### config.mk
export PLATFORM = sky130hd
export DESIGN_NAME = key_scan_debounce_autorepeat_unit
export DESIGN_NICKNAME = d
export VERILOG_FILES = /design/src/design/ksda_pkg.sv /design/src/design/ksda_lane.sv /design/src/design/ksda_merge.sv /design/src/design/key_scan_debounce_autorepeat_unit.sv
export SDC_FILE = /design/constraint.sdc
export NUM_CORES = 2
export LEC_CHECK = 0
export BUFFER_PORTS_ARGS = -buffer_cell sky130_fd_sc_hd__buf_2
export CELL_PAD_IN_SITES_DETAIL_PLACEMENT = 0
export CELL_PAD_IN_SITES_GLOBAL_PLACEMENT = 1
export CORE_AREA = 3 3 427 429
export DETAILED_ROUTE_END_ITERATION = 12
export DIE_AREA = 0 0 430 432
export PLACE_DENSITY_LB_ADDON = 0.1
export SYNTH_ARGS = -nofsm -noshare
export SYNTH_HDL_FRONTEND = slang
export SYNTH_SLANG_ARGS = --single-unit
### constraint.sdc
create_clock -name clk -period 14.5 [get_ports clk]
set_input_delay 4.35 -clock clk [delete_from_list [all_inputs] [get_ports clk]]
set_output_delay 4.35 -clock clk [all_outputs]
set_load 0.1 [all_outputs]
### src/design/ksda_pkg.sv
// shared types and constants for the key scan debounce / autorepeat unit
// no dependencies; imported by every module of the block
package ksda_pkg;

  localparam int MUX_COUNT_DEF        = 3;
  localparam int CHANNELS_PER_MUX_DEF = 8;

  localparam int TIME_W    = 32;
  localparam int CHAN_W    = 3;
  localparam int RAW_W     = 3;
  localparam int CFG_W     = 16;
  localparam int MAP_W     = 64;
  localparam int MAP_REGS  = 3;
  localparam int CHAR_W    = 8;
  localparam int KEYNUM_W  = 5;
  localparam int CFG_IDX_W = 3;

  // configuration register indexes
  typedef enum logic [CFG_IDX_W-1:0] {
    REG_DEBOUNCE     = 3'd0,
    REG_REP_INITIAL  = 3'd1,
    REG_REP_INTERVAL = 3'd2,
    REG_MAP_MUX0     = 3'd3,
    REG_MAP_MUX1     = 3'd4,
    REG_MAP_MUX2     = 3'd5
  } cfg_reg_t;

  // what one lane found for the sampled key
  typedef struct packed {
    logic                emit;
    logic [CHAR_W-1:0]   key_char;
    logic [KEYNUM_W-1:0] key_number;
  } lane_res_t;

endpackage

### src/design/ksda_lane.sv
// one debounce / typematic lane: per-channel key state of one multiplexer
// depends on ksda_pkg
module ksda_lane #(
  parameter int LANE             = 0,
  parameter int CHANNELS_PER_MUX = ksda_pkg::CHANNELS_PER_MUX_DEF
) (
  input  logic                          clk,
  input  logic                          rst_n,
  input  logic                          upd,
  input  logic [ksda_pkg::CHAN_W-1:0]   channel,
  input  logic [ksda_pkg::TIME_W-1:0]   scan_time_ms,
  input  logic                          pressed,
  input  logic [ksda_pkg::CFG_W-1:0]    settle_ms,
  input  logic [ksda_pkg::CFG_W-1:0]    first_delay_ms,
  input  logic [ksda_pkg::CFG_W-1:0]    repeat_gap_ms,
  input  logic [ksda_pkg::CHAR_W-1:0]   map_byte,
  output ksda_pkg::lane_res_t           res
);
  import ksda_pkg::*;

  localparam int CH_W = (CHANNELS_PER_MUX > 1) ? $clog2(CHANNELS_PER_MUX) : 1;
  localparam logic [7:0] KEY_BASE = 8'(LANE * CHANNELS_PER_MUX);

  // per-key state; the previous stable state always equals the stored
  // stable state at the start of a sample, so it needs no storage of its own
  logic              raw_seen_r  [CHANNELS_PER_MUX];
  logic [TIME_W-1:0] change_r    [CHANNELS_PER_MUX];
  logic              stable_r    [CHANNELS_PER_MUX];
  logic [TIME_W-1:0] next_send_r [CHANNELS_PER_MUX];

  logic [7:0]        ch_ext;
  logic [CH_W-1:0]   ch_idx;
  logic              seen;
  logic              stable_old;
  logic              stable_nxt;
  logic              raw_seen_nxt;
  logic [TIME_W-1:0] change_nxt;
  logic [TIME_W-1:0] next_send_nxt;
  logic [TIME_W-1:0] since_change;
  logic [TIME_W-1:0] since_send;
  logic              debounced;
  logic              repeat_due;
  logic              char_ok;
  logic              emit;

  assign ch_ext = {5'b0, channel};
  assign ch_idx = ch_ext[CH_W-1:0];

  // debounce and repeat decision for the sampled key
  always_comb begin
    seen          = raw_seen_r[ch_idx];
    stable_old    = stable_r[ch_idx];
    since_change  = scan_time_ms - change_r[ch_idx];
    since_send    = scan_time_ms - next_send_r[ch_idx];
    debounced     = since_change >= {16'b0, settle_ms};
    repeat_due    = !since_send[TIME_W-1] && (since_send >= {16'b0, repeat_gap_ms});
    char_ok       = map_byte != '0;
    raw_seen_nxt  = seen;
    change_nxt    = change_r[ch_idx];
    stable_nxt    = stable_old;
    next_send_nxt = next_send_r[ch_idx];
    emit          = 1'b0;
    if (pressed != seen) begin
      raw_seen_nxt = pressed;
      change_nxt   = scan_time_ms;
    end else if (debounced) begin
      stable_nxt = pressed;
    end
    if (!stable_old && stable_nxt) begin
      if (char_ok) begin
        emit          = 1'b1;
        next_send_nxt = scan_time_ms + {16'b0, first_delay_ms};
      end
    end else if (stable_nxt) begin
      if (repeat_due && char_ok) begin
        emit          = 1'b1;
        next_send_nxt = scan_time_ms;
      end
    end
  end

  assign res.emit       = emit;
  assign res.key_char   = map_byte;
  assign res.key_number = 5'(KEY_BASE + ch_ext);

  // state write-back on an accepted sample
  always_ff @(posedge clk) begin
    if (!rst_n) begin
      for (int i = 0; i < CHANNELS_PER_MUX; i++) begin
        raw_seen_r[i]  <= 1'b1;
        change_r[i]    <= '0;
        stable_r[i]    <= 1'b0;
        next_send_r[i] <= '0;
      end
    end else if (upd) begin
      raw_seen_r[ch_idx]  <= raw_seen_nxt;
      change_r[ch_idx]    <= change_nxt;
      stable_r[ch_idx]    <= stable_nxt;
      next_send_r[ch_idx] <= next_send_nxt;
    end
  end

`ifndef NO_ASSERTIONS
  // a character only goes out for a stably held key with a nonzero map byte
  a_emit_held: assert property (@(posedge clk) disable iff (!rst_n)
    (upd && emit) |-> (stable_nxt && char_ok))
    else $error("lane emitted for a key that is not stably pressed");
`endif

endmodule

### src/design/ksda_merge.sv
// merging stage: collects lane results of one sample and sends them in mux order
// depends on ksda_pkg
module ksda_merge #(
  parameter int MUX_COUNT = ksda_pkg::MUX_COUNT_DEF
) (
  input  logic                             clk,
  input  logic                             rst_n,
  input  logic                             load,
  input  logic                             sample_ok,
  input  ksda_pkg::lane_res_t              res [MUX_COUNT],
  output logic                             load_ready,
  output logic                             out_valid,
  input  logic                             out_ready,
  output logic [ksda_pkg::CHAR_W-1:0]      out_char,
  output logic [ksda_pkg::KEYNUM_W-1:0]    out_number,
  output logic                             out_last
);
  import ksda_pkg::*;

  localparam int SEL_W = (MUX_COUNT > 1) ? $clog2(MUX_COUNT) : 1;

  logic [MUX_COUNT-1:0] mask_r, mask_nxt;
  lane_res_t            batch_r [MUX_COUNT];
  logic                 ovalid_r, ovalid_nxt;
  logic [CHAR_W-1:0]    ochar_r;
  logic [KEYNUM_W-1:0]  onum_r;
  logic                 olast_r;

  logic                 take;
  logic                 pop;
  logic [SEL_W-1:0]     sel;
  logic [MUX_COUNT-1:0] rem;
  logic [MUX_COUNT-1:0] load_mask;

  // lowest pending lane goes first
  always_comb begin
    sel = '0;
    for (int i = MUX_COUNT - 1; i >= 0; i--) begin
      if (mask_r[i]) sel = SEL_W'(i);
    end
    for (int i = 0; i < MUX_COUNT; i++) begin
      load_mask[i] = res[i].emit && sample_ok;
    end
  end

  assign take       = !ovalid_r || out_ready;
  assign pop        = take && (mask_r != '0);
  assign rem        = mask_r & ~({{(MUX_COUNT-1){1'b0}}, 1'b1} << sel);
  assign load_ready = (mask_r == '0) || (pop && (rem == '0));

  // pending mask and output register
  always_comb begin
    mask_nxt   = mask_r;
    ovalid_nxt = ovalid_r;
    if (pop) mask_nxt = rem;
    if (load) mask_nxt = load_mask;
    if (take) ovalid_nxt = mask_r != '0;
  end

  always_ff @(posedge clk) begin
    if (!rst_n) begin
      mask_r   <= '0;
      ovalid_r <= 1'b0;
    end else begin
      mask_r   <= mask_nxt;
      ovalid_r <= ovalid_nxt;
    end
  end

  // payload, no reset
  always_ff @(posedge clk) begin
    if (load) begin
      for (int i = 0; i < MUX_COUNT; i++) batch_r[i] <= res[i];
    end
    if (pop) begin
      ochar_r <= batch_r[sel].key_char;
      onum_r  <= batch_r[sel].key_number;
      olast_r <= rem == '0;
    end
  end

  assign out_valid  = ovalid_r;
  assign out_char   = ochar_r;
  assign out_number = onum_r;
  assign out_last   = olast_r;

`ifndef NO_ASSERTIONS
  // a word that is not the last of its run leaves more words pending
  a_more_pending: assert property (@(posedge clk) disable iff (!rst_n)
    (ovalid_r && !olast_r) |-> (mask_r != '0))
    else $error("non-last word without pending results");
  // the rest of a run follows without a gap once a word is taken
  a_run_follows: assert property (@(posedge clk) disable iff (!rst_n)
    (ovalid_r && out_ready && !olast_r) |=> ovalid_r)
    else $error("gap inside a run of results");
  // a new sample is never loaded over pending results
  a_no_overwrite: assert property (@(posedge clk) disable iff (!rst_n)
    load |-> ((mask_r == '0) || (pop && (rem == '0))))
    else $error("sample loaded over pending results");
`endif

endmodule

### src/design/key_scan_debounce_autorepeat_unit.sv
// key scanner with debounce and typematic repeat, one lane per multiplexer
// a sample's results are held in the merge stage, then registered one by one into the output word
// throughput: one sample per cycle while no result words are pending; otherwise the input
// waits until the pending words (up to MUX_COUNT) pass the single output port, which out_tready can stall
// reset (rst_n, synchronous): key state, configuration registers and merge control return to defaults
// depends on ksda_pkg, ksda_lane, ksda_merge
module key_scan_debounce_autorepeat_unit #(
  parameter int MUX_COUNT        = ksda_pkg::MUX_COUNT_DEF,
  parameter int CHANNELS_PER_MUX = ksda_pkg::CHANNELS_PER_MUX_DEF
) (
  input  logic                              clk,
  input  logic                              rst_n,
  input  logic                              in_tvalid,
  output logic                              in_tready,
  input  logic [39:0]                       in_tdata,   // scan_time_ms, channel, raw_levels
  output logic                              out_tvalid,
  input  logic                              out_tready,
  output logic [15:0]                       out_tdata,  // key_char, key_number
  output logic                              out_tlast,  // last_of_run
  input  logic                              cfg_valid,
  output logic                              cfg_ready,
  input  logic [ksda_pkg::CFG_IDX_W-1:0]    cfg_index,
  input  logic [ksda_pkg::MAP_W-1:0]        cfg_data
);
  import ksda_pkg::*;

  logic [CFG_W-1:0]    debounce_r;
  logic [CFG_W-1:0]    rep_initial_r;
  logic [CFG_W-1:0]    rep_interval_r;
  logic [MAP_W-1:0]    char_map_r [MAP_REGS];

  logic [TIME_W-1:0]   scan_time;
  logic [CHAN_W-1:0]   channel;
  logic [RAW_W-1:0]    raw_levels;
  logic                accept;
  logic                sample_ok;
  logic                merge_ready;
  lane_res_t           res [MUX_COUNT];
  logic [CHAR_W-1:0]   out_char;
  logic [KEYNUM_W-1:0] out_number;

  assign scan_time  = in_tdata[31:0];
  assign channel    = in_tdata[34:32];
  assign raw_levels = in_tdata[37:35];

  assign sample_ok = {2'b0, channel} < 5'(CHANNELS_PER_MUX);
  assign in_tready = merge_ready;
  assign accept    = in_tvalid && in_tready;
  assign cfg_ready = 1'b1;

  // configuration registers
  always_ff @(posedge clk) begin
    if (!rst_n) begin
      debounce_r     <= 16'd20;
      rep_initial_r  <= 16'd500;
      rep_interval_r <= 16'd100;
      for (int i = 0; i < MAP_REGS; i++) char_map_r[i] <= '0;
    end else if (cfg_valid) begin
      case (cfg_reg_t'(cfg_index))
        REG_DEBOUNCE:     debounce_r     <= cfg_data[CFG_W-1:0];
        REG_REP_INITIAL:  rep_initial_r  <= cfg_data[CFG_W-1:0];
        REG_REP_INTERVAL: rep_interval_r <= cfg_data[CFG_W-1:0];
        REG_MAP_MUX0:     char_map_r[0]  <= cfg_data;
        REG_MAP_MUX1:     char_map_r[1]  <= cfg_data;
        REG_MAP_MUX2:     char_map_r[2]  <= cfg_data;
        default: ;
      endcase
    end
  end

  // one lane per multiplexer; muxes without a raw bit read pressed, without a map read zero
  for (genvar m = 0; m < MUX_COUNT; m++) begin : g_lane
    logic              pressed;
    logic [CHAR_W-1:0] map_byte;
    if (m < RAW_W) begin : g_raw
      assign pressed = !raw_levels[m];
    end else begin : g_noraw
      assign pressed = 1'b1;
    end
    if (m < MAP_REGS) begin : g_map
      assign map_byte = char_map_r[m][{channel, 3'b0} +: CHAR_W];
    end else begin : g_nomap
      assign map_byte = '0;
    end
    ksda_lane #(
      .LANE             (m),
      .CHANNELS_PER_MUX (CHANNELS_PER_MUX)
    ) u_lane (
      .clk            (clk),
      .rst_n          (rst_n),
      .upd            (accept && sample_ok),
      .channel        (channel),
      .scan_time_ms   (scan_time),
      .pressed        (pressed),
      .settle_ms      (debounce_r),
      .first_delay_ms (rep_initial_r),
      .repeat_gap_ms  (rep_interval_r),
      .map_byte       (map_byte),
      .res            (res[m])
    );
  end

  // merge lane results into the output stream
  ksda_merge #(
    .MUX_COUNT (MUX_COUNT)
  ) u_merge (
    .clk        (clk),
    .rst_n      (rst_n),
    .load       (accept),
    .sample_ok  (sample_ok),
    .res        (res),
    .load_ready (merge_ready),
    .out_valid  (out_tvalid),
    .out_ready  (out_tready),
    .out_char   (out_char),
    .out_number (out_number),
    .out_last   (out_tlast)
  );

  assign out_tdata = {3'b0, out_number, out_char};

endmodule

==> metrics.md <==
| Metric | Value |
|---|---|
| Cells after Synth | `just over 8000` |
| Post-DP HPWL | `a little over 200000 µm` |
| Maximum clock frequency | `79.8 MHz` |
| I/O Buffers | `between 100 and 150` |
| Final non-filler cell total | `approximately 11000` |
| Synthesis-stage register bit count | `roughly 1900` |
| Power per cell area | `between 100 and 150 mW/mm²` |
| Die height | `approximately 430 µm` |
| TritonRoute pass-1 iters | `6` |
| Setup total negative slack | `0 ps` |
| Maximum VDD drop | `between 0.1 and 0.15 mV` |
| Final nets | `8513` |
| CTS tree | `built` |
| Crit path time final | `between 10000 and 15000 ps` |
| CTS Buf Count | `around 190` |
| Crit path buf inv count | `3` |
| Crit path max-delay cell type | `nor3_2` |
| Crit-path max cell delay | `between 1000 and 1500 ps` |
| Syn Area/Cell | `between 10 and 15 µm²` |
| Antenna violations before repair | `25` |
| Routed Antenna Nets | `0` |
| Share of cells above drive strength 1 | `roughly a tenth` |
| Layout area overhead | `10.6%` |
| Top Ports | `~130` |
| Routed vias | `70900` |
| DRT iter0 DRCs | `9003` |
| Clock sink count | `~1900` |
| First-pass GRT wire length | `around 480000 µm` |
| Chip width | `430 µm` |
| Placed insts | `~10000` |
| Final Hold Viols | `0` |
| Max_slew headroom | `approximately 6.4%` |
| Gr usage total | `between 30 and 40%` |
| WL/cell | `approximately 32 µm` |
| Setup violators final | `0` |
| Die area | `~0.19 mm²` |
| Residual DRC | `0` |
| Post-synth EDFFs | `~1800` |
| Pleak | `36.0 nW` |
| Syn Std Cell Area | `between 0.09 and 0.1 mm²` |
| Synth cell types | `between 100 and 150` |
| Number of global-route vias before repair | `68200` |
| Clk root buf | `clkbuf_16` |
| Mean number of vias per cell | `6.69` |
| Clk slew on worst S/H paths | `about 70 ps` |
| Ys flop type | `edfxtp_1` |
| Insertion delay to the later sink of the worst-skew pair | `around 900 ps` |
| Most frequent cell after synthesis | `edfxtp_1` |
| Worst Tran Pin Value | `1400 ps` |
| Worst min path class | `reg -> reg` |
| Final WL | `around 340000 µm` |
| Synth area leaders | `edfxtp_1, nor2_1, a22oi_1` |
| Max Slew Vio Count | `0` |
| Post-synth top area cell | `edfxtp_1` |
| Max clock buf depth | `3` |
| Largest net degree at the start of global routing | `about 120` |
| Critical Path Fanout Max | `39` |
| Critical Path Sink Type | `flop` |
| Htree depth | `4` |
| # hold bufs at CTS | `0` |
| PostCTS Resize Cnt | `0` |
| Global route total overflow | `0` |
| Gpl congestion | `roughly 0.95` |
| Post-synthesis async set-or-reset flop share | `0%` |
| Rows | `155` |
| CP required | `15200 ps` |
| Sequential share of the synthesized area | `slightly below 60%` |
| Setup Skew | `just under 60 ps` |
| Top cell type's share of synthesized area | `about three fifths` |
| Post-CTS setup buffer count | `0` |
| Core Footprint | `approximately 0.18 mm²` |
| Leading cell types by count after synthesis | `edfxtp_1, nor2_1, a22oi_1` |
| CP Launch Type | `primary input` |
| RSZ-0062 raised after global routing | `false` |
| Critical path data arrival time | `about 13000 ps` |
| Outcome | `complete, no violations` |
| CP top delay family | `simple AND/OR/NAND/NOR gates` |
| Crit path kind | `in -> reg` |
| Yosys warns | `0` |
| Final period utilization | `between 80% and 90%` |
| Max Cap Viol | `0` |
| Effective utilization at floorplan | `between 50% and 60%` |
[where the power goes]
| group | internal, mW | switching [mW] | leakage [nW] |
|---|---|---|---|
| Clock | 2.75 | 2.21 | 3.03 |
| Sequential | 6.19 | 0.0705 | 19.0 |
| Combinational | 0.753 | 1.80 | 14.0 |
| Total | 9.69 | 4.07 | 36.0 |
[routing by layer]
| layer | track usage (%) | up-vias | share of wire [%] |
|---|---|---|---|
| met5 | 0 | - | 0.025 |
| met4 | 15.7 | 14 | 4.8 |
| li1 | - | 30600 | - |
| met1 | 48.4 | 35400 | 39 |
| met2 | 56.6 | 4217 | 46 |
| met3 | 6.90 | 733 | 11 |
[cell type report]
type                    instances  area, µm²
clock buffers                 254       5140
well taps                    2355       2950
inverters                     133        499
repair buffers                315       2450
diodes                         10       25.0
flip-flops and latches       1869      55400
fillers                     14900      76000
multi-input cells            5567      35000
clock inverters               104       1140
[path summary, 6_finish.rpt]
kind / slack, ps / start / cells after the start / endpoint
worst max-delay path: 1970 / in_tdata[34] / 26 / g_lane[2].u_lane.next_send_r[6][22]
worst min-delay path: 430 / u_merge.batch_r[0][0] / 0 / u_merge.out_number[0]
worst max register to register: 6430 / g_lane[0].u_lane.change_r[4][3] / 26 / g_lane[0].u_lane.next_send_r[3][3]
worst min register to register: 430 / u_merge.batch_r[0][0] / 0 / u_merge.out_number[0]
[cell usage in the layout, fill, tap and decap left out, types with 52 or more instances in the layout]
cell type  instances
edfxtp_1        1793
nor2_1          1620
a22oi_1          618
nand2_1          490
ha_1             313
a21oi_1          312
clkbuf_16        192
o21ai_0          190
buf_4            162
and2_1           156
inv_1            130
and4_1           126
buf_2            121
a221oi_1         107
xnor2_1          100
o21ai_1           99
nand3_1           94
nor3_1            89
mux2i_1           87
dfxtp_1           76
a21o_1            75
and3_1            68
o22ai_1           68
o21a_1            67
nand4_1           61
a22o_1            59
clkbuf_1          52
[state kept, by name (all words and copies together), names as in the netlist]
register,cells
u_merge.out_last,1
u_merge.out_char,8
g_lane.u_lane.raw_seen_r,24
char_map_r,192
g_lane.u_lane.next_send_r,768
u_merge.batch_r,27
rep_initial_r,16
g_lane.u_lane.change_r,768
debounce_r,16
g_lane.u_lane.stable_r,24
rep_interval_r,16
u_merge.out_valid,1
u_merge.out_number,5
u_merge.mask_r,3
[stage by stage]
stage	setup WS [ps]	hold WS [ps]	total power [mW]	util, %	cell area, µm²
after detailed placement	1390	417	8.86	53.9	96300
after global routing	1740	445	14.2	57.4	103000
after CTS	2280	432	13.7	57.4	103000
final	1970	427	13.8	57.4	103000
after floorplan	1640	443	8.02	-	92800
after global placement	1430	404	8.84	53.9	96300
[cell families after synthesis]
family	after synthesis	synth area share [%]
simple gates	2916	14.1
xor+xnor	148	1.40
flops	1869	59.7
other cells	2	0.00809
mux	136	1.67
fa+ha+maj	324	4.42
buf+inv	695	2.92
compound gates	2039	15.8
(Power assumes the default switching activity.)
